--- src/sv/fal_pkg.sv ---
`timescale 1ns / 1ps
// ----------------------------------------------------------------------------
// Fault aggregator package
// Shared types and constants for the fault aggregator and latch block.
// ----------------------------------------------------------------------------
package fal_pkg;

    localparam int MASK_W      = 16;
    localparam int COUNT_W     = 5;
    localparam int HOLD_W      = 10;
    localparam int INDEX_W     = 4;
    localparam int CFG_IDX_W   = 2;
    localparam int CFG_DATA_W  = 16;
    localparam int LIMIT_W     = 7;

    localparam logic [HOLD_W-1:0] HOLD_TICKS_RESET = 10'd50;

    typedef enum logic [1:0] {
        REQ_TRIGGER = 2'd0,
        REQ_CLEAR   = 2'd1,
        REQ_POLL    = 2'd2,
        REQ_RESET   = 2'd3
    } req_type_t;

    typedef enum logic [CFG_IDX_W-1:0] {
        CFG_FAULT_COUNT     = 2'd0,
        CFG_PERMANENT_MASK  = 2'd1,
        CFG_RESETTABLE_MASK = 2'd2,
        CFG_CLEAR_HOLD      = 2'd3
    } cfg_idx_t;

    typedef struct packed {
        logic [COUNT_W-1:0] fault_count;
        logic [MASK_W-1:0]  permanent_mask;
        logic [MASK_W-1:0]  resettable_mask;
        logic [HOLD_W-1:0]  clear_hold_ticks;
    } cfg_t;

    // Bit 0 is the resettable line, bit 1 the non-resettable line.
    typedef struct packed {
        req_type_t          req_type;
        logic [INDEX_W-1:0] fault_index;
        logic [1:0]         sample;
    } req_t;

    typedef struct packed {
        logic resettable_out;
        logic nonresettable_out;
        logic clearing_active;
        logic clear_refused;
        logic index_error;
    } result_t;

endpackage

--- src/sv/fal_regs.sv ---
`timescale 1ns / 1ps
// ----------------------------------------------------------------------------
// Fault aggregator configuration registers
// Holds slot count, the two per-slot masks and the hold window length.
// ----------------------------------------------------------------------------
module fal_regs
    import fal_pkg::*;
(
    input  logic                  clk,
    input  logic                  rst_n,
    input  logic                  cfg_valid,
    input  logic [CFG_IDX_W-1:0]  cfg_index,
    input  logic [CFG_DATA_W-1:0] cfg_data,
    output cfg_t                  cfg
);

    cfg_t cfg_reg;
    cfg_t cfg_next;

    always_comb
    begin
        cfg_next = cfg_reg;
        if (cfg_valid)
        begin
            case (cfg_idx_t'(cfg_index))
                CFG_FAULT_COUNT:     cfg_next.fault_count      = cfg_data[COUNT_W-1:0];
                CFG_PERMANENT_MASK:  cfg_next.permanent_mask   = cfg_data[MASK_W-1:0];
                CFG_RESETTABLE_MASK: cfg_next.resettable_mask  = cfg_data[MASK_W-1:0];
                CFG_CLEAR_HOLD:      cfg_next.clear_hold_ticks = cfg_data[HOLD_W-1:0];
                default:             cfg_next = cfg_reg;
            endcase
        end
    end

    always_ff @(posedge clk or negedge rst_n)
    begin
        if (!rst_n)
        begin
            cfg_reg.fault_count      <= '0;
            cfg_reg.permanent_mask   <= '0;
            cfg_reg.resettable_mask  <= '0;
            cfg_reg.clear_hold_ticks <= HOLD_TICKS_RESET;
        end
        else
        begin
            cfg_reg <= cfg_next;
        end
    end

    assign cfg = cfg_reg;

endmodule

--- src/sv/fal_core.sv ---
`timescale 1ns / 1ps
// ----------------------------------------------------------------------------
// Fault aggregator core
// Updates the fault flags, signal edges, latches and hold window for one
// registered request per cycle and registers the result.
// ----------------------------------------------------------------------------
module fal_core
    import fal_pkg::*;
#(
    parameter int NUM_FAULTS = 16
)
(
    input  logic    clk,
    input  logic    rst_n,
    input  cfg_t    cfg,
    input  logic    req_valid,
    input  req_t    req,
    output logic    res_valid,
    output result_t res
);

    logic [NUM_FAULTS-1:0] flags_reg, flags_next;
    logic [1:0]            line_reg, line_next;
    logic [1:0]            table_reg, table_next;
    logic                  r_latch_reg, r_latch_next;
    logic                  n_latch_reg, n_latch_next;
    logic                  clearing_reg, clearing_next;
    logic [HOLD_W-1:0]     hold_reg, hold_next;
    logic                  done_reg;
    result_t               res_reg, res_next;

    logic [LIMIT_W-1:0]    limit;
    logic [NUM_FAULTS-1:0] valid_slots;
    logic [NUM_FAULTS-1:0] perm_ext;
    logic [NUM_FAULTS-1:0] res_ext;
    logic [NUM_FAULTS-1:0] active;
    logic [1:0]            rising;
    logic                  idx_ok;
    logic                  refused;
    logic                  cleared;
    logic                  recompute;

    always_comb
    begin
        // Slot count saturates at the number of slots that exist.
        if ({2'b00, cfg.fault_count} > LIMIT_W'(NUM_FAULTS))
            limit = LIMIT_W'(NUM_FAULTS);
        else
            limit = {2'b00, cfg.fault_count};

        for (int i = 0; i < NUM_FAULTS; i++)
        begin
            valid_slots[i] = (LIMIT_W'(i) < limit);
            if (i < MASK_W)
            begin
                perm_ext[i] = cfg.permanent_mask[i[INDEX_W-1:0]];
                res_ext[i]  = cfg.resettable_mask[i[INDEX_W-1:0]];
            end
            else
            begin
                perm_ext[i] = 1'b0;
                res_ext[i]  = 1'b0;
            end
        end

        idx_ok  = ({3'b000, req.fault_index} < limit);
        refused = 1'b0;
        cleared = 1'b0;
        recompute = 1'b0;

        flags_next    = flags_reg;
        line_next     = line_reg;
        table_next    = table_reg;
        clearing_next = clearing_reg;
        hold_next     = hold_reg;

        case (req.req_type)
            REQ_TRIGGER:
            begin
                if (idx_ok)
                begin
                    flags_next = flags_reg | (NUM_FAULTS'(1) << req.fault_index);
                    recompute  = 1'b1;
                end
            end
            REQ_CLEAR:
            begin
                if (idx_ok)
                begin
                    flags_next = flags_reg & ~(NUM_FAULTS'(1) << req.fault_index);
                    recompute  = 1'b1;
                end
            end
            REQ_POLL:
            begin
                if (clearing_reg)
                begin
                    if (hold_reg <= HOLD_W'(1))
                    begin
                        hold_next     = '0;
                        clearing_next = 1'b0;
                    end
                    else
                    begin
                        hold_next = hold_reg - HOLD_W'(1);
                    end
                end
                else
                begin
                    line_next = req.sample;
                end
            end
            REQ_RESET:
            begin
                if ((|(flags_reg & valid_slots & perm_ext)) || line_reg[1])
                begin
                    refused = 1'b1;
                end
                else
                begin
                    cleared       = 1'b1;
                    recompute     = 1'b1;
                    clearing_next = 1'b1;
                    flags_next    = flags_reg & ~(valid_slots & ~perm_ext);
                    hold_next     = cfg.clear_hold_ticks;
                end
            end
            default:
            begin
                flags_next = flags_reg;
            end
        endcase

        active = flags_next & valid_slots;
        if (recompute)
            table_next = {|(active & ~res_ext), |(active & res_ext)};

        // An unchanged signal pair gives no edge, so the edge test can run always.
        rising       = (line_next | table_next) & ~(line_reg | table_reg);
        r_latch_next = (r_latch_reg | rising[0]) & ~cleared;
        n_latch_next = n_latch_reg | rising[1];

        res_next.resettable_out    = r_latch_next;
        res_next.nonresettable_out = n_latch_next;
        res_next.clearing_active   = clearing_next;
        res_next.clear_refused     = refused;
        res_next.index_error       = ((req.req_type == REQ_TRIGGER) ||
                                      (req.req_type == REQ_CLEAR)) && !idx_ok;
    end

    always_ff @(posedge clk or negedge rst_n)
    begin
        if (!rst_n)
        begin
            flags_reg    <= '0;
            line_reg     <= '0;
            table_reg    <= '0;
            r_latch_reg  <= 1'b0;
            n_latch_reg  <= 1'b0;
            clearing_reg <= 1'b0;
            hold_reg     <= '0;
            done_reg     <= 1'b0;
        end
        else
        begin
            done_reg <= req_valid;
            if (req_valid)
            begin
                flags_reg    <= flags_next;
                line_reg     <= line_next;
                table_reg    <= table_next;
                r_latch_reg  <= r_latch_next;
                n_latch_reg  <= n_latch_next;
                clearing_reg <= clearing_next;
                hold_reg     <= hold_next;
            end
        end
    end

    always_ff @(posedge clk)
    begin
        if (req_valid)
            res_reg <= res_next;
    end

    assign res_valid = done_reg;
    assign res       = res_reg;

    // The hold counter only runs inside the hold window.
    a_hold_idle: assert property (@(posedge clk) disable iff (!rst_n)
        !clearing_reg |-> (hold_reg == '0))
        else $error("hold counter nonzero outside hold window");

    a_one_flag: assert property (@(posedge clk) disable iff (!rst_n)
        done_reg |-> !(res_reg.clear_refused && res_reg.index_error))
        else $error("refusal and index error on the same beat");

    a_refuse_keeps: assert property (@(posedge clk) disable iff (!rst_n)
        (done_reg && res_reg.clear_refused) |-> (flags_reg == $past(flags_reg)))
        else $error("refused reset request changed fault flags");

    a_nres_sticky: assert property (@(posedge clk) disable iff (!rst_n)
        !$fell(n_latch_reg))
        else $error("non-resettable output dropped");

endmodule

--- src/sv/fault_aggregator_latch.sv ---
`timescale 1ns / 1ps
// ----------------------------------------------------------------------------
// Fault aggregator and latch
// Collects triggered faults and external fault lines into latched
// resettable and non-resettable outputs, with reset requests and a hold window.
// ----------------------------------------------------------------------------
// A request is captured in the request beat register, and the core then
// registers its result, which appears on the outputs with done high.
// Throughput: one request per cycle while busy is low. Results cannot be
// stalled by the receiver.
// Reset: core state and latches clear and the configuration returns to its
// defaults, but the result register is not reset; busy stays high until the
// first clock edge after reset is released.
module fault_aggregator_latch
    import fal_pkg::*;
#(
    parameter int NUM_FAULTS = 16
)
(
    input  logic                  clk,
    input  logic                  rst_n,
    input  logic                  start,
    output logic                  busy,
    input  logic [1:0]            req_type,
    input  logic [INDEX_W-1:0]    fault_index,
    input  logic                  resettable_line_low,
    input  logic                  nonresettable_line_low,
    input  logic                  cfg_valid,
    output logic                  cfg_ready,
    input  logic [CFG_IDX_W-1:0]  cfg_index,
    input  logic [CFG_DATA_W-1:0] cfg_data,
    output logic                  done,
    output logic                  resettable_out,
    output logic                  nonresettable_out,
    output logic                  clearing_active,
    output logic                  clear_refused,
    output logic                  index_error
);

    logic    busy_reg;
    logic    in_valid_reg;
    req_t    in_reg;
    cfg_t    cfg;
    result_t res;
    logic    accept;

    assign accept    = start && !busy_reg;
    assign busy      = busy_reg;
    assign cfg_ready = 1'b1;

    always_ff @(posedge clk or negedge rst_n)
    begin
        if (!rst_n)
        begin
            busy_reg     <= 1'b1;
            in_valid_reg <= 1'b0;
        end
        else
        begin
            busy_reg     <= 1'b0;
            in_valid_reg <= accept;
        end
    end

    // Request beat register.
    always_ff @(posedge clk)
    begin
        if (accept)
        begin
            in_reg.req_type    <= req_type_t'(req_type);
            in_reg.fault_index <= fault_index;
            in_reg.sample      <= {nonresettable_line_low, resettable_line_low};
        end
    end

    fal_regs u_regs (
        .clk       (clk),
        .rst_n     (rst_n),
        .cfg_valid (cfg_valid),
        .cfg_index (cfg_index),
        .cfg_data  (cfg_data),
        .cfg       (cfg)
    );

    fal_core #(
        .NUM_FAULTS (NUM_FAULTS)
    ) u_core (
        .clk       (clk),
        .rst_n     (rst_n),
        .cfg       (cfg),
        .req_valid (in_valid_reg),
        .req       (in_reg),
        .res_valid (done),
        .res       (res)
    );

    assign resettable_out    = res.resettable_out;
    assign nonresettable_out = res.nonresettable_out;
    assign clearing_active   = res.clearing_active;
    assign clear_refused     = res.clear_refused;
    assign index_error       = res.index_error;

endmodule
--- config.mk ---
export PLATFORM = sky130hd
export DESIGN_NAME = fault_aggregator_latch
export DESIGN_NICKNAME = d
export VERILOG_FILES = /design/src/sv/fal_pkg.sv /design/src/sv/fal_regs.sv /design/src/sv/fal_core.sv /design/src/sv/fault_aggregator_latch.sv
export SDC_FILE = /design/constraint.sdc
export NUM_CORES = 1
export LEC_CHECK = 0
export ABC_AREA = 1
export ABC_CLOCK_PERIOD_IN_PS = 3600
export BUFFER_PORTS_ARGS = -buffer_cell sky130_fd_sc_hd__buf_2
export CAP_MARGIN = 5
export CORE_MARGIN = 2
export CORE_UTILIZATION = 61
export DETAILED_ROUTE_END_ITERATION = 8
export PLACE_DENSITY = 0.8
export SKIP_CTS_REPAIR_TIMING = 1
export SLEW_MARGIN = 5
export SYNTH_ARGS = -nofsm -noshare
export SYNTH_HDL_FRONTEND = slang
export SYNTH_SLANG_ARGS = --single-unit
--- constraint.sdc ---
create_clock -name clk -period 3.6 [get_ports clk]
set_input_delay 0.54 -clock clk [delete_from_list [all_inputs] [get_ports clk]]
set_output_delay 0.54 -clock clk [all_outputs]
set_load 0.01 [all_outputs]
=== Word-level counts from Yosys, hierarchy flattened ===
Index checks and enable logic that the tools add are counted.

* Logic and storage cells: 111
* Input port bits: 30
* Bits in registers: 96
* Output and inout port bits: 8

* Reduce and logical (&&, ||, !) cells: 18
* Eq/ne operators: 8
* Mux-type cells: 21
* Add/sub/neg operators: 1
* Magnitude comparators: 19
* Shift operators: 1
* Bitwise logic cells: 21

{| class="wikitable"
|+ Operators with widths
! operator !! number
|-
| bitwise AND 16 bit || 8
|-
| NOT 16 bit || 4
|-
| two-way mux 16 bit || 3
|-
| case mux 16 bit (3 select lines) || 1
|-
| OR reduction 16 bit || 3
|-
| less-than comparator 4 x 5 -> 1 bit (first input constant) || 8
|-
| two-way mux 10 bit || 3
|-
| less-than comparator 3 x 5 -> 1 bit (first input constant) || 4
|-
| case mux 10 bit (2 select lines) || 1
|-
| bitwise OR 16 bit || 1
|-
| << shifter 1 x 4 -> 16 bit (first input constant) || 1
|-
| less-or-equal comparator 10 x 1 -> 1 bit (second input constant) || 1
|-
| less-than comparator 1 x 5 -> 1 bit (first input constant) || 2
|-
| less-than comparator 2 x 5 -> 1 bit (first input constant) || 2
|-
| subtractor 10 x 1 -> 10 bit (second input constant) || 1
|-
| equality test 2 bit (second input constant) || 4
|-
| AND reduction 2 bit || 4
|-
| two-way mux 1 bit || 7
|-
| two-way mux 2 bit || 3
|-
| > comparator 5 bit (second input constant) || 1
|-
| less-than comparator 4 x 5 -> 1 bit || 1
|-
| two-way mux 5 bit || 1
|-
| equality test 2 x 1 -> 1 bit (second input constant) || 2
|-
| zero test 2 bit || 2
|-
| other kinds (15) || 21
|}

=== Logic depth before layout (Yosys ltp) ===
* Depth in word-level cells: 17
* Depth in mapped cells: 25
* Mapped depth without buffers: 24

=== By module ===
From an unflattened synthesis, not the netlist that was laid out.

* Cells, all modules: 756
* Area, all modules: 5739.3 µm²

{| class="wikitable"
|+ By module, submodules not included
! module !! cells each !! seq. area each (µm²) !! area each (µm²) !! instances
|-
| fal_core || 530 || 1001.0 || 3390.8 || 1
|-
| fal_regs || 211 || 1179.9 || 2031.9 || 1
|-
| fault_aggregator_latch || 15 || 291.5 || 316.6 || 1
|}

=== Worst setup path before layout ===
No wires, ideal clock.

* Path type: flip-flop to flip-flop
* Start point: register u_regs.cfg_reg (netlist bit u_regs.cfg[46])
* End point: register u_core.res_reg (netlist bit u_core.res[3]), data pin
* Slack: 0.820 ns
* Data arrival time: 2.527 ns
* Cell stages (with the launch flop): 21
* Library setup time: 0.254 ns
* Path through: dfrtp_1 > buf_6 > inv_4 > nand2_2 > ha_1 > a21o_1 > a22oi_1 > nand2_1 > inv_2 > buf_2 > nand2_1 > o21ai_1 > nand2_2 > nand3_1 > o21ai_1 > nor3_1 > nand3_1 > nand2_1 > nand2_1 > nand2_1 > nand2_1

* Longest elaborated chain between the ends: 16
* Elaborated cells between the ends (all ways): 40
* Those cells by class: order compare (18); mux (9); bitwise (10); reduce/logical (3)

{| class="wikitable"
|+ Ends and longest elaborated chain
! element !! RTL line !! RTL
|-
| start: declaration || fal_regs.sv:17 || <nowiki>cfg_t cfg_reg;</nowiki>
|-
| start signal: assignment || fal_regs.sv:46 || <nowiki>cfg_reg <= cfg_next;</nowiki>
|-
| > comparator 5 bit || fal_core.sv:46 || <nowiki>if ({2'b00, cfg.fault_count} > LIMIT_W'(NUM_FAULTS))</nowiki>
|-
| two-way mux 5 bit (*) || fal_core.sv:46 ||
|-
| less-than comparator 1 x 5 -> 1 bit (tied with other cells) || fal_core.sv:53 || <nowiki>valid_slots[i] = (LIMIT_W'(i) < limit);</nowiki>
|-
| bitwise AND 16 bit (2 in series) || fal_core.sv:115 || <nowiki>if ((|(flags_reg & valid_slots & perm_ext)) || line_reg[1])</nowiki>
|-
| OR reduction 16 bit || fal_core.sv:115 ||
|-
| logical OR 1 bit || fal_core.sv:115 ||
|-
| two-way mux 16 bit || fal_core.sv:115 ||
|-
| case mux 16 bit (3 select lines) || fal_core.sv:77 || <nowiki>case (req.req_type)</nowiki>
|-
| bitwise AND 16 bit || fal_core.sv:134 || <nowiki>active = flags_next & valid_slots;</nowiki>
|-
| bitwise AND 16 bit || fal_core.sv:136 || <nowiki>table_next = {|(active & ~res_ext), |(active & res_ext)};</nowiki>
|-
| OR reduction 16 bit || fal_core.sv:136 ||
|-
| two-way mux 2 bit (*) || fal_core.sv:135 || <nowiki>if (recompute)</nowiki>
|-
| bitwise OR 2 bit (*) || fal_core.sv:139 || <nowiki>rising = (line_next | table_next) & ~(line_reg | table_reg);</nowiki>
|-
| bitwise AND 2 bit (*) || fal_core.sv:139 ||
|-
| bitwise OR 1 bit (*) || fal_core.sv:141 || <nowiki>n_latch_next = n_latch_reg | rising[1];</nowiki>
|-
| net u_core.n_latch_next || fal_core.sv:26 || <nowiki>logic n_latch_reg, n_latch_next;</nowiki>
|-
| end signal: assignment || fal_core.sv:183 || <nowiki>res_reg <= res_next;</nowiki>
|-
| end: declaration || fal_core.sv:30 || <nowiki>result_t res_reg, res_next;</nowiki>
|}

Mark *: on every way through the listed nets, which the timed path passes. The rest lies on a longest branch.
A chain may end at the register's enable or synchronous reset.

=== Worst setup path after layout ===
Ends and elaborated chain as after synthesis.

==> results.md <==
- Sw Share: 37.4%
- Power Density: 496 nW/um^2
- Initial antenna violation count: 0
- R2r worst-path depth: 18
- Top_reg_cell synth: dfrtp_1
- Chip Width: 98.1 um
- Largest register FFs: 47
- Final worst slack: 0.372 ns
- Fin area: 5850 um^2
- Routed Antenna Nets: 0
- Initial core utilization: 62.6%
- P_int: 1.82 mW
- HP Class: in -> reg
- Vias in the first global route: 4895
- Nets: 785
- DP HPWL: 10900 um
- Setup_tns: 0 ns
- Final-report setup violation count: 0
- GRT overflow: 0
- Sequential-to-total area share from yosys stat: 45.8%
- Final hold vios: 0
- Post-synth EDFFs: 13
- Critical Path AT: 3.35 ns
- DIE AREA: 9630 um^2
- Worst relative slew slack: 22.9%
- Cell count along the critical path: 18
- Max_cap viols: 0
- Via Count: 5105
- Vias per cell: 5.92
- Seq pwr share: 50.6%
- Fmax: 310 MHz
- Synth Cell Area: 5400 um^2
- DR pass1 iterations: 6
- Clk pin slew, worst setup/hold paths: 0.10 ns
- Core area: 8640 um^2
- Post-synth cell types: 42
- IO buf count: 36
- Final Slew Violations: 0
- Total of warnings raised by yosys: 0
- Lkg Pwr: 2.82 nW
- Post-Place Cells: 847
- Crit-path max FO: 16
- Num CTS Buffers: 9
- Fin crit share: 89.7%
- Routed len/inst: 17.3 um
- Initial DRC Count: 619
- # IOs: 38
- Commonest non-fill, non-tap cell in the layout: nand2_1
- Post-Layout Cell Count: 863
- Pin count of the biggest net entering global routing: 84
- CP bufs+invs: 2
- H-tree depth: 3
- # diodes: 0
- # rows: 34
- CTS tree: yes
- Switching Power: 1.08 mW
- Fill count: 757
- Hold Path Depth: 1
- Clk Tree Root Cell: clkbuf_8
- Least-Margin Pin Slew: 1.15 ns
- Setup crit end kind: flip-flop
- Async set-reset flop share out of synthesis: 86.5%
- Crit path cell chain: inv_4 -> nand2_2 -> ha_1 -> a21o_1 -> a22oi_1 -> nand2_1 -> clkinv_4 -> nand3_1 -> o21ai_0 -> nand2_2 -> nand4_1 -> o21ai_1 -> nor3_1 -> nand3_1 -> nand2_1 -> nand2_1 -> nand2_1 -> nand2_1
- Layout cells sized above 1: 12.6%
- Placer Congestion: 1.04
- Yosys reg bits: 96
- Critical path class: reg -> reg
- DRC: 0
- Fin crit period: 3.23 ns
- Clk_skew: 0.0154 ns
- Critical path's top delay family: simple AND/OR/NAND/NOR gates
- Crit path max-delay cell type: dfrtp_2
- Status: finished, final reports clean
- Tot GR Track Use: 32.6%
- Required @ worst endpoint: 3.73 ns
- Max rail drop VDD: 0.238 mV
- Syn_nets: 754
- Layout area overhead: 8.29%
- Clock Power Share: 22.3%
- Cells after synthesis: 719
- Chip Height: 98.1 um
- Slowest stage delay, CP: 0.51 ns
- Clock Path Buffers: 2
- RSZ-0062 raised after global routing: false
- Syn_area_per_cell: 7.51 um^2
- Sinks on the clock net: 96
- Clk Latency, worst-skew pair: 0.37 ns
- First-pass GRT wire length: 24400 um
- Critical path launch point type: flip-flop
- Comb pwr share: 27.2%
- WL final: 14900 um
- DP Area: 5670 um^2
- Commonest cells after routing, fill and taps aside: 186 x nand2_1, 81 x o21ai_0, 78 x inv_1, 77 x dfrtp_1, 67 x nor2_1
- Critical Path Most Common Cell: nand2_1
- Pre-CTS setup slack: 0.256 ns
## synth_stat cells, drive strengths merged, types with 2 or more instances
| master | n | area [um^2] |
|---|---|---|
| o21ai | 91 | 455 |
| or2 | 2 | 12.5 |
| nand2 | 195 | 759 |
| buf | 6 | 43.8 |
| ha | 5 | 62.6 |
| nor2 | 72 | 293 |
| o21bai | 17 | 139 |
| inv | 84 | 318 |
| a21oi | 15 | 75.1 |
| nor3b | 2 | 15.0 |
| nand3b | 2 | 15.0 |
| conb | 2 | 7.51 |
| nand3 | 51 | 260 |
| clkbuf | 19 | 71.3 |
| nor3 | 16 | 85.1 |
| dfstp | 4 | 105 |
| edfxtp | 13 | 390 |
| dfrtp | 79 | 1980 |
| xor2 | 4 | 35.0 |
| nand4 | 32 | 219 |
## final cells by class
class                           instances  area (um^2)  area share (%)
Inverter                               84          323            5.52
Timing Repair Buffer                   45          250            4.28
Sequential cell                        96         2470            42.3
Clock buffer                           10          128            2.18
Tap cell                              108          135            2.31
Clock inverter                          6         42.5           0.727
Multi-Input combinational cell        514         2500            42.7
## power by group through the flow
stage | clock network [mW] | registers (mW) | logic (mW)
after floorplan | 0 | 1.42 | 0.592
after global placement | 0 | 1.48 | 0.744
after detailed placement | 0 | 1.48 | 0.772
after CTS | 0.650 | 1.46 | 0.777
after global routing | 0.692 | 1.49 | 0.909
final | 0.646 | 1.47 | 0.789
## path summary, 6_finish.rpt
kind / to / slack, ns / from
setup / recovery: u_core.res[3] / 0.37 / u_regs.cfg[46]
hold / removal: in_reg[5] / 0.34 / fault_index[3]
setup reg to reg: u_core.res[3] / 0.37 / u_regs.cfg[46]
hold reg to reg: u_core.n_latch_reg / 0.48 / u_core.n_latch_reg
max in group asynchronous: u_regs.cfg[46] / 2.50 / rst_n
min in group asynchronous: u_core.hold_reg[0] / 0.36 / rst_n
## kinds of logic after synthesis
| group | Yosys count | share of synthesized area, % |
|---|---|---|
| other | 2 | 0.139 |
| xor gates and xnor gates | 5 | 0.811 |
| adders and majority gates | 5 | 1.16 |
| buffers and inverters | 109 | 8.01 |
| AOI/OAI and AO/OA | 129 | 13.2 |
| and+or+nand+nor | 372 | 30.7 |
| muxes | 1 | 0.185 |
| DFF | 96 | 45.8 |
## worst register-to-register path, cell delays in order, from the launching register on
cell and delay (ns):
dfrtp_2 0.51, inv_4 0.16, nand2_2 0.09, ha_1 0.30, a21o_1 0.18, a22oi_1 0.13, nand2_1 0.18, clkinv_4 0.17
nand3_1 0.11, o21ai_0 0.22, nand2_2 0.11, nand4_1 0.08, o21ai_1 0.08, nor3_1 0.25, nand3_1 0.14, nand2_1 0.09
nand2_1 0.05, nand2_1 0.08, nand2_1 0.05
## metrics by stage
step | hold slack (ns) | power (mW) | util [%]
2_1_floorplan | 0.244 | 2.01 | -
3_3_place_gp | 0.450 | 2.22 | 65.7
3_5_place_dp | 0.469 | 2.26 | 65.7
4_1_cts | 0.336 | 2.89 | 67.7
5_1_grt | 0.322 | 3.09 | 67.7
6_report | 0.338 | 2.90 | 67.7
## metal layers
layer	vias to the layer above	track usage, %	part of all wire, %
met3	53	6.16	9.0
met2	275	50.3	44
met5	-	0	0
li1	2416	-	-
met1	2361	45.4	42
met4	0	14.4	4.5
Power figures use the tool's default switching activity.
